`src/rtl/core/assert_macros.svh`:
```
// Assertion macros used by the filter core controller, prf_ctrl.
// No dependencies.
`ifndef ASSERT_MACROS_SVH
`define ASSERT_MACROS_SVH
`ifndef SYNTH
`define ASSERT_IMPLIES(label, clk, rst_n, a, b) \
    label: assert property (@(posedge clk) disable iff (!rst_n) (a) |-> (b)) \
        else $error("assertion failed");
`define ASSERT_NEXT(label, clk, rst_n, a, b) \
    label: assert property (@(posedge clk) disable iff (!rst_n) (a) |=> (b)) \
        else $error("assertion failed");
`else
`define ASSERT_IMPLIES(label, clk, rst_n, a, b)
`define ASSERT_NEXT(label, clk, rst_n, a, b)
`endif
`endif

```
`src/rtl/core/prf_pkg.sv`:
```
// Types and constants of the packet rule filter core.
// No dependencies.
package prf_pkg;
    localparam int ReqW = 2;
    localparam logic [1:0] REQ_LOCAL = 2'd0;
    localparam logic [1:0] REQ_PREROUTE = 2'd1;
    localparam logic [1:0] REQ_WRITE = 2'd2;

    localparam logic [2:0] SEL_SIP = 3'd0;
    localparam logic [2:0] SEL_DIP = 3'd1;
    localparam logic [2:0] SEL_SPORT = 3'd2;
    localparam logic [2:0] SEL_DPORT = 3'd3;
    localparam logic [2:0] SEL_MAC = 3'd4;
    localparam logic [2:0] SEL_COMB = 3'd5;

    localparam logic [3:0] RSN_NONE = 4'd0;
    localparam logic [3:0] RSN_SIP = 4'd1;
    localparam logic [3:0] RSN_DIP = 4'd2;
    localparam logic [3:0] RSN_SPORT = 4'd3;
    localparam logic [3:0] RSN_DPORT = 4'd4;
    localparam logic [3:0] RSN_PING = 4'd5;
    localparam logic [3:0] RSN_HTTP = 4'd6;
    localparam logic [3:0] RSN_TELNET = 4'd7;
    localparam logic [3:0] RSN_BLOCKALL = 4'd8;
    localparam logic [3:0] RSN_MAC = 4'd9;
    localparam logic [3:0] RSN_COMB = 4'd10;

    localparam logic [2:0] CFG_FE = 3'd0;
    localparam logic [2:0] CFG_ACT_FROM = 3'd1;
    localparam logic [2:0] CFG_ACT_UNTIL = 3'd2;
    localparam logic [2:0] CFG_BA_FROM = 3'd3;
    localparam logic [2:0] CFG_BA_UNTIL = 3'd4;

    localparam int FE_ON = 0;
    localparam int FE_WINDOW = 1;
    localparam int FE_SIP = 2;
    localparam int FE_DIP = 3;
    localparam int FE_SPORT = 4;
    localparam int FE_DPORT = 5;
    localparam int FE_PING = 6;
    localparam int FE_HTTP = 7;
    localparam int FE_TELNET = 8;
    localparam int FE_BLOCKALL = 9;
    localparam int FE_MAC = 10;
    localparam int FE_COMB = 11;

    localparam logic [7:0] PROTO_ICMP = 8'd1;
    localparam logic [7:0] PROTO_TCP = 8'd6;
    localparam logic [7:0] PROTO_UDP = 8'd17;
    localparam logic [15:0] PORT_HTTP = 16'd80;
    localparam logic [15:0] PORT_HTTPS = 16'd443;
    localparam logic [15:0] PORT_HTTP_ALT = 16'd8080;
    localparam logic [15:0] PORT_TELNET = 16'd23;

    typedef struct packed {
        logic [4:0]  field_enables;
        logic        entry_valid;
        logic [3:0]  entry_index;
        logic [2:0]  table_select;
        logic [47:0] src_mac;
        logic [15:0] dport;
        logic [15:0] sport;
        logic [7:0]  ip_protocol;
        logic [31:0] dst_ip;
        logic [31:0] src_ip;
        logic [31:0] now_seconds;
        logic [1:0]  req_type;
    } item_t;

    typedef struct packed {
        logic [3:0] matched_entry;
        logic [3:0] drop_reason;
        logic       drop;
    } result_t;

    // controller -> datapath
    typedef struct packed {
        logic load;
        logic eval;
    } cmd_t;
endpackage

```
`src/rtl/core/prf_ctrl.sv`:
```
// Controller: input/output handshake and sequencing of the datapath.
// Depends on prf_pkg and assert_macros.svh.
`include "assert_macros.svh"
module prf_ctrl (
    input  logic          clk,
    input  logic          rst_n,
    input  logic          in_valid,
    output logic          in_ready,
    output logic          out_valid,
    input  logic          out_ready,
    output prf_pkg::cmd_t cmd
);
    import prf_pkg::*;

    typedef enum logic [1:0] {ST_IDLE, ST_EVAL, ST_OUT} state_t;
    state_t state_reg;

    // accept the next word in the cycle the result leaves, or while idle
    assign in_ready = state_reg == ST_IDLE || (state_reg == ST_OUT && out_ready);
    assign out_valid = state_reg == ST_OUT;
    assign cmd.load = in_valid && in_ready;
    assign cmd.eval = state_reg == ST_EVAL;

    always_ff @(posedge clk or negedge rst_n)
    begin
        if (!rst_n)
            state_reg <= ST_IDLE;
        else
        begin
            case (state_reg)
                ST_IDLE: if (in_valid) state_reg <= ST_EVAL;
                ST_EVAL: state_reg <= ST_OUT;
                ST_OUT:
                    if (out_ready)
                        state_reg <= in_valid ? ST_EVAL : ST_IDLE;
                default: state_reg <= ST_IDLE;
            endcase
        end
    end

    `ASSERT_NEXT(a_load_eval, clk, rst_n, cmd.load, cmd.eval)
    `ASSERT_NEXT(a_eval_out, clk, rst_n, cmd.eval, out_valid)
    `ASSERT_IMPLIES(a_no_load_eval, clk, rst_n, cmd.eval, !in_ready)
endmodule

```
`config.mk`:
```
export PLATFORM = sky130hd
export DESIGN_NAME = prf_ctrl
export DESIGN_NICKNAME = d
export VERILOG_FILES = /design/src/rtl/core/prf_pkg.sv /design/src/rtl/core/prf_ctrl.sv
export VERILOG_INCLUDE_DIRS = /design/src /design/src/rtl/core
export SDC_FILE = /design/constraint.sdc
export NUM_CORES = 1
export LEC_CHECK = 0
export ABC_AREA = 1
export BUFFER_PORTS_ARGS = -buffer_cell sky130_fd_sc_hd__buf_4
export CORE_AREA = 2 2 39 41
export CTS_CLUSTER_DIAMETER = 150
export DETAILED_ROUTE_END_ITERATION = 6
export DIE_AREA = 0 0 41 43
export PLACE_DENSITY = 0.36
export SLEW_MARGIN = 20
export SYNTH_ARGS = -nofsm -noshare
export SYNTH_HDL_FRONTEND = slang
export SYNTH_SLANG_ARGS = --single-unit
export TNS_END_PERCENT = 30
```
`constraint.sdc`:
```
create_clock -name clk -period 0.8 [get_ports clk]
set_input_delay 0 -clock clk [delete_from_list [all_inputs] [get_ports clk]]
set_output_delay 0 -clock clk [all_outputs]
set_load 0.02 [all_outputs]
```
* Word level (Yosys, flattened, before mapping)
Index checks and enable logic that the tools add are counted.
** Storage, ports and cells
- Register bits after elaboration :: 2
- Output and inout port bits :: 4
- Word-level logic and storage cells :: 14
** Cells by class
- Equality and inequality tests :: 4
- Muxes and demuxes :: 4
- Reduce and logical (&&, ||, !) cells :: 5
** Operators by type and width (count)
- $pmux W2 S3 :: 1
- $mux W2 :: 2
- $eq A2 B1 Y1 const B :: 1
- $eq A2 B2 Y1 const B :: 1
- $logic_and A1 B1 Y1 :: 2
- $logic_not A2 Y1 :: 1
- $ne A2 B1 Y1 const B :: 1
- $ne A2 B2 Y1 const B :: 1
- $reduce_and A2 Y1 :: 1
- $logic_or A1 B1 Y1 :: 1
- $mux W1 :: 1

* Longest topological paths before layout
Gate-level depths: netlist (run 1).
- Depth in word-level cells :: 4
- Mapped depth :: 3
- Mapped depth without buffers :: 3

* Least setup slack after synthesis (run 1)
Ideal clock, no wire load.
- Kind :: flip-flop to output port
- Start :: register state_reg[0]
- End :: output port cmd[1] in the netlist's numbering
- Arrival :: 0.791 ns
- Required time :: 0.800 ns
- Setup slack :: 0.009 ns
- Stages on the path, launching flop included :: 4
- Path buffers :: 0
- Cells stage by stage :: dfrtp_1 inv_2 nand2_2 nor2_1
** RTL lines
- start, declared :: line prf_ctrl.sv:16 : state_t state_reg;
- start signal, assigned :: line prf_ctrl.sv:35 : state_reg <= in_valid ? ST_EVAL : ST_IDLE;
- end, declared :: line prf_ctrl.sv:11 : output prf_pkg::cmd_t cmd

==> impl_metrics.ini, run 1 <==
[outcome]
outcome = finished with violations
failed_checks = negative setup slack

[route]
first_pass_iters = 2
post-route-drc-count = 0
num_vias = 130
routedWlPerCell_um = 7.114
viasPerCell = 2.955
drtIter0Drc = 1
wirelength_um = 313
antenna_left = 0

[pwr]
p_int_mw = 0.3891
p_switching_mw = 0.1918
power_density_mw_per_mm2 = 2418
total_power_mw = 0.5809
p_clk_frac = 0.391
pwr-share-seq = 0.230
irDropWorstVdd_mv = 0.5864
leakagePower_nw = 0.1299
netSwitchingFraction = 0.3302
pwr-share-comb = 0.379

[floorplanning]
die_h_um = 43
io_pins = 8
die_area_mm2 = 0.001763
start_util = 0.07957
rows = 14
core_area_mm2 = 0.001384
die_width_um = 41

[worst_setup_path]
arrival_ns = 0.97
worstPathMaxFanout = 3
r2r-start = state_reg[0]
startpoint_type = register
startpoint = state_reg[1]
criticalPathCategory = register to primary output
r2r-end = state_reg[1]
worstPathRequired_ns = 0.80
rrSetupSlack_ns = -0.09
reg2regPathDepth = 5
crit_path_end = cmd[1]
end_kind = primary output

[timing]
finalHoldViolations = 0
fin_ws_ns = -0.1684
drv_slew = 0
min_period_ns = 0.9684
timing.fmax_mhz = 1033
slew_headroom = 0.9120
finalCritPeriodShare = 1.210
tightest_slew_ns = 0.1320
rsz0062_at_grt = yes
setup_viol = 5
fin_worst_skew_ns = 0.004130

[clocking]
clock_latency_ns = 0.23
clock_sinks = 2
clk_pin_slew_ns = 0.03
cts_max_level = 1
numCtsBuffers = 3
cts_max_path_buffers = 2
cts_tree = built
ctsRootBufferMaster = clkbuf_4

[yosys]
syn-num-nets = 19
ys_ff_latch = 2
synthTopCellsByArea = dfrtp_1 (45%), nor2_1 (14%), nor2_4 (10%)
syn_avg_cell_area_um2 = 7.340
synth_cell_types = 8
synth_top_cell_area_share = 0.4545
synth.largest_area_cell = dfrtp_1
synth.yosys.seq_area_share = 0.4545
synthCells = 15
ys_warn_count = 0
syn_area_um2 = 110.1

[placement]
place_congestion = 0.6221
io_buffers = 7
place_hpwl_um = 224.7
place_area_um2 = 182.7

[worst_hold_path]
hold_path_class = input pin to register

[layout]
final_nets = 34
antennaDiodeCount = 0
stdcell_area_um2 = 240.2
fillerInstances = 155
drive_gt1_frac = 0.6071
multi_input_area_um2 = 47.55
regArea_um2 = 50.05
largest_register_ff_count = 2
area_growth_pct = 118.2

[global_route]
grt_max_degree = 5
grt_pass1_wl_um = 510
antenna_found_initial = 0
grt_pass1_vias = 125
track_usage = 0.05120
grt-ovfl-total = 0

[run]
max-cap-violations = 0
layout make-up:
type / instances / share of cell area
clock buffer: 3 / 0.09375
inverter: 4 / 0.06250
multi-input combinational: 9 / 0.1979
sequential: 2 / 0.2083
tap: 16 / 0.08333
timing repair buffer: 10 / 0.3542
cell usage after synthesis (all sizes together):
cell and instances:
dfrtp 2, inv 4, nand2 3, nand3 1
nor2 5
logic make-up after synthesis:
family	share of synthesized area
buffers and inverters	0.1364
DFF	0.4546
and+or+nand+nor	0.4091
power groups by stage:
stage / clock, mW / combinational, mW / sequential (mW)
final: 0.227 / 0.220 / 0.134
after global routing: 0.236 / 0.242 / 0.138
after CTS: 0.234 / 0.213 / 0.134
after detailed placement: 0 / 0.185 / 0.135
after global placement: 0 / 0.186 / 0.135
after floorplan: 0 / 0.107 / 0.133
how the worst min path moves through the flow:
stage | endpoint | depth (start not counted) | start | slack [ns]
after global placement | state_reg[0] | 1 | rst_n | -0.21
after detailed placement | state_reg[0] | 1 | rst_n | -0.21
after floorplan | state_reg[0] | 0 | rst_n | -0.30
after CTS | state_reg[0] | 3 | in_valid | 0.02
final | state_reg[0] | 3 | out_ready | 0.04
after global routing | state_reg[0] | 3 | in_valid | 0.06
per-stage QoR:
step / TNS (ns) / hold slack [ns] / setup slack (ns) / instances / util
after floorplan: 0 / -0.2956 / 0.009040 / 15 / -
after global placement: 0 / -0.2127 / 0.01589 / 38 / 0.1320
after detailed placement: 0 / -0.2136 / 0.04747 / 38 / 0.1320
after CTS: -0.7033 / 0.02494 / -0.1812 / 44 / 0.1691
after global routing: -0.9861 / 0.05538 / -0.2384 / 44 / 0.1736
final: -0.6548 / 0.03859 / -0.1684 / 44 / 0.1736
timing repair:
item / 4_1_cts / 5_1_grt
hold buffers: 1 / 0
buffers inserted: 2 / 0
cloned: 0 / 0
pin swaps: 2 / 0
endpoints found under the setup margin: 4 / 5
resized for setup: 1 / 2
endpoints found under the hold margin: 2 / 0
worst max-delay path: stages (launching register included):
cell,delay [ns]
dfrtp_1,0.37
inv_2,0.09
nor2_4,0.04
nor2_2,0.11
buf_6,0.12
metal layers:
layer,part of all wire,global-route usage,vias up
li1,-,-,70
met1,0.52,0.06752,52
met4,0,0.08000,0
met5,0,0,-
met2,0.35,0.03750,8
met3,0.13,0.03141,0
cell usage in the layout, fill, tap and decap left out:
master and count:
nand3_1 1, nor2_1 3, dlygate4sd3_1 1, buf_6 2
nand2_2 1, inv_1 2, buf_4 7, nor2_4 1
nor2_2 1, nand2_1 2, inv_2 2, clkbuf_4 3
dfrtp_1 2
(Power assumes the default switching activity.)
==> run 2, diff against run 1 <==
==> constraint.sdc (replaced) <==
create_clock -name clk -period 0.9 [get_ports clk]
set_input_delay 0 -clock clk [delete_from_list [all_inputs] [get_ports clk]]
set_output_delay 0 -clock clk [all_outputs]
set_load 0.02 [all_outputs]
==> impl_metrics.ini, run 2 (same netlist as run 1, synthesis figures left out) <==
[layout]
multi_input_area_um2 = 47.55
fillerInstances = 165
regArea_um2 = 50.05
area_growth_pct = 118.2
antennaDiodeCount = 0
final_cell_mix = buf_4 (7), nor2_1 (3), clkbuf_4 (3)
largest_register_ff_count = 2
drive_gt1_frac = 0.6071
final_nets = 34
final_common_cell = buf_4

[pwr]
pwr-share-seq = 0.236
p_int_mw = 0.3457
p_clk_frac = 0.390
p_switching_mw = 0.1696
irDropWorstVdd_mv = 0.5619
pwr-share-comb = 0.374
leakagePower_nw = 0.1299
netSwitchingFraction = 0.3292
power_density_mw_per_mm2 = 2145

[worst_setup_path]
startpoint_type = register
worstPathMaxFanout = 4
r2r-end = state_reg[1]
arrival_ns = 0.98
slowest_stage = dfrtp_1
reg2regPathDepth = 5
r2r-start = state_reg[0]
worstPathRequired_ns = 0.90
crit_buf_inv = 2
path_cells = inv_2 -> nand2_2 -> nor2_2 -> buf_6
cpPeakStageDelay_ns = 0.41
startpoint = state_reg[0]
critPathTopFamily = flip-flops
criticalPathCategory = register to primary output
end_kind = primary output
rrSetupSlack_ns = -0.01

[floorplanning]
die_area_mm2 = 0.001763
die_width_um = 41
io_pins = 8
core_area_mm2 = 0.001384
start_util = 0.07957
die_h_um = 43
rows = 14

[timing]
slew_headroom = 0.8962
timing.fmax_mhz = 1020
tightest_slew_ns = 0.1558
rsz0062_at_grt = yes
drv_slew = 0
setup_viol = 5
finalCritPeriodShare = 1.089
min_period_ns = 0.9803
finalHoldViolations = 0
fin_ws_ns = -0.08034
fin_worst_skew_ns = 0.0009463
setup_tns_ns = -0.2111

[route]
post-route-drc-count = 0
viasPerCell = 2.841
first_pass_iters = 1
drtIter0Drc = 0
wirelength_um = 325
routedWlPerCell_um = 7.386
num_vias = 125
antenna_left = 0

[outcome]
outcome = finished with violations
failed_checks = negative setup slack

[global_route]
grt_max_degree = 5
track_usage = 0.04814
grt-ovfl-total = 0
grt_pass1_vias = 142
antenna_found_initial = 0
grt_pass1_wl_um = 462

[clocking]
cts_max_level = 1
clk_pin_slew_ns = 0.03
clock_sinks = 2
numCtsBuffers = 3
clock_latency_ns = 0.22
cts_max_path_buffers = 2
ctsRootBufferMaster = clkbuf_4
cts_tree = built

[worst_hold_path]
whs_path_depth = 3
min_from = out_ready
worstHoldEndpoint = state_reg[0]
hold_path_class = input pin to register

[run]
max-cap-violations = 0

[placement]
io_buffers = 7
place_hpwl_um = 210.7
dp_slack_ns = 0.1391
place_congestion = 0.6125
-- run 2: cell counts in the layout (fill, tap and decap cells not counted) --
No cell type changed its count.
-- run 2: worst max-delay path by stage --
stage,to,cells past startpoint
2_1_floorplan,cmd[1],3
3_3_place_gp,cmd[1],4
3_5_place_dp,cmd[1],4
4_1_cts,cmd[1],4
5_1_grt,cmd[1],4
6_report,cmd[1],4
-- run 2: power groups by stage --
stage / clock network (mW) / logic [mW] / registers, mW
floorplan: 0 / 0.0950 / 0.118
global placement: 0 / 0.164 / 0.122
detailed placement: 0 / 0.161 / 0.122
CTS: 0.217 / 0.186 / 0.121
global route: 0.220 / 0.207 / 0.123
finish: 0.201 / 0.193 / 0.122
-- run 2: cell type report --
class,count,area share
Tap cell,16,0.08333
Multi-Input combinational cell,9,0.1979
Sequential cell,2,0.2083
Timing Repair Buffer,10,0.3542
Clock buffer,3,0.09375
Inverter,4,0.06250
-- run 2: tightest hold or removal path: stages --
cell and delay (ns):
buf_4 0.10, nor2_4 0.04, nor2_1 0.08
-- run 2: per-layer routing --
metal / global-route usage / wire [um] / vias up
li1: - / - / 68
met1: 0.05449 / 143 / 47
met2: 0.04063 / 131 / 8
met3: 0.03141 / 41 / 2
met4: 0.08000 / 8 / 0
met5: 0 / 0 / -
-- run 2: what timing repair did --
item | 4_1_cts | 5_1_grt
endpoints found under the setup margin | 4 | 5
pin swaps | 1 | 1
gates resized for setup | 1 | 2
buffers inserted | 2 | 0
hold buffers | 1 | 0
hold endpoints to repair | 2 | 0
-- run 2: metrics by stage --
| stage | hold WS, ns | cells | power, mW | util | instance area, um2 |
|---|---|---|---|---|---|
| floorplan | -0.2956 | 15 | 0.2134 | - | 110.1 |
| global placement | -0.2141 | 38 | 0.2858 | 0.1320 | 182.7 |
| detailed placement | -0.2172 | 38 | 0.2827 | 0.1320 | 182.7 |
| CTS | 0.01786 | 44 | 0.5243 | 0.1691 | 234.0 |
| global route | 0.04586 | 44 | 0.5506 | 0.1736 | 240.2 |
| finish | 0.03945 | 44 | 0.5153 | 0.1736 | 240.2 |
==> run 3, diff against run 2 <==
--- a/config.mk
+++ b/config.mk
@@ -12,7 +12,7 @@
 export CTS_CLUSTER_DIAMETER = 150
 export DETAILED_ROUTE_END_ITERATION = 6
 export DIE_AREA = 0 0 41 43
-export PLACE_DENSITY = 0.36
+export PLACE_DENSITY_LB_ADDON = 0.12
 export SLEW_MARGIN = 20
 export SYNTH_ARGS = -nofsm -noshare
 export SYNTH_HDL_FRONTEND = slang
==> impl_metrics.ini, run 3 (same netlist as run 1, synthesis figures left out) <==
[layout]
stdcell_area_um2 = 257.7
fin_cells = 46
area_growth_pct = 134.1
drive_gt1_frac = 0.6667
regArea_um2 = 50.05
final_nets = 36
fillerInstances = 163
antennaDiodeCount = 0
multi_input_area_um2 = 50.05
final_common_cell = buf_4
final_cell_mix = buf_4 (9), clkbuf_4 (3)
largest_register_ff_count = 2

[worst_setup_path]
criticalPathCategory = register to primary output
crit_buf_inv = 2
crit_top_cell = buf_4
worstPathRequired_ns = 0.90
arrival_ns = 0.99
cpPeakStageDelay_ns = 0.39
worstPathMaxFanout = 3
end_kind = primary output
slowest_stage = dfrtp_1
startpoint_type = register
startpoint = state_reg[0]
critPathTopFamily = flip-flops
r2r-start = state_reg[0]
path_cells = buf_4 -> nor2_1 -> buf_4

[timing]
whs_ns = 0.05646
finalHoldViolations = 0
timing.fmax_mhz = 1008
min_period_ns = 0.9922
fin_ws_ns = -0.09222
finalCritPeriodShare = 1.102
slew_headroom = 0.9244
tightest_slew_ns = 0.1133
fin_worst_skew_ns = 0.001659
drv_slew = 0
rsz0062_at_grt = yes
setup_viol = 4

[clocking]
clock_sinks = 2
cts_max_path_buffers = 2
clock_latency_ns = 0.22
numCtsBuffers = 3
cts_max_level = 1
clk_pin_slew_ns = 0.03
ctsRootBufferMaster = clkbuf_4
cts_tree = built

[floorplanning]
die_area_mm2 = 0.001763
rows = 14
die_h_um = 43
die_width_um = 41
core_area_mm2 = 0.001384
io_pins = 8
start_util = 0.07957

[route]
post-route-drc-count = 0
drtIter0Drc = 0
first_pass_iters = 1
routedWlPerCell_um = 6.739
num_vias = 137
antenna_left = 0
viasPerCell = 2.978
wirelength_um = 310

[outcome]
outcome = finished with violations
failed_checks = negative setup slack

[placement]
dpl.cell_count = 38
place_congestion = 0.6275
place_area_um2 = 182.7
io_buffers = 7

[global_route]
grt_pass1_wl_um = 496
antenna_found_initial = 0
grt-ovfl-total = 0
grt_pass1_vias = 150
track_usage = 0.04819
grt_max_degree = 5

[pwr]
leakagePower_nw = 0.1394
power_density_mw_per_mm2 = 2058
irDropWorstVdd_mv = 0.5858

[run]
max-cap-violations = 0

[worst_hold_path]
hold_path_class = input pin to register
min_from = out_ready
==> run 3: per-layer routing <==
metal / global-route usage / wire length [um] / vias up
met5: 0 / 0 / -
met4: 0.08000 / 0 / 0
met3: 0.01571 / 38 / 0
met2: 0.05313 / 134 / 7
met1: 0.05145 / 137 / 57
li1: - / - / 73
==> run 3: tightest hold or removal path, stage by stage <==
cell and delay [ns]:
buf_4 0.10, nor2_4 0.04, nor2_1 0.09
==> run 3: worst paths after layout <==
kind,end,cells after the start,slack (ns)
setup / recovery,in_ready,3,-0.09
hold / removal,state_reg[0],3,0.06
setup reg to reg,state_reg[1],5,0.02
hold reg to reg,state_reg[1],2,0.53
max in group asynchronous,state_reg[0],2,0.72
min in group asynchronous,state_reg[1],2,0.09
==> run 3: repair_timing <==
item / CTS / global route
setup endpoints to repair: 4 / 4
hold endpoints to repair: 2 / 0
resized for setup: 1 / 3
setup buffers: 1 / 3
hold buffers: 1 / 0
pin swaps: 1 / 2
==> run 3: per-stage QoR <==
step           worst slack, ns  power (mW)    util  TNS (ns)
3_3_place_gp            0.1335      0.2848  0.1320         0
4_1_cts                -0.1014      0.5170  0.1637   -0.2321
2_1_floorplan           0.1090      0.2134       -         0
3_5_place_dp            0.1325      0.2841  0.1320         0
5_1_grt                -0.1340      0.5724  0.1863   -0.5257
6_report              -0.09222      0.5305  0.1863   -0.2942
==> run 3: report_power, final <==
group	internal (mW)	switching [mW]	total, mW
clock	0.147	0.0524	0.200
sequential	0.106	0.0117	0.118
combinational	0.105	0.108	0.213
total	0.359	0.172	0.531
==> run 3: layout make-up <==
| type | instances | area share |
|---|---|---|
| flip-flops and latches | 2 | 0.1942 |
| clock buffers | 3 | 0.08738 |
| inverters | 4 | 0.05825 |
| well taps | 16 | 0.07767 |
| repair buffers | 12 | 0.3883 |
| multi-input cells | 9 | 0.1942 |
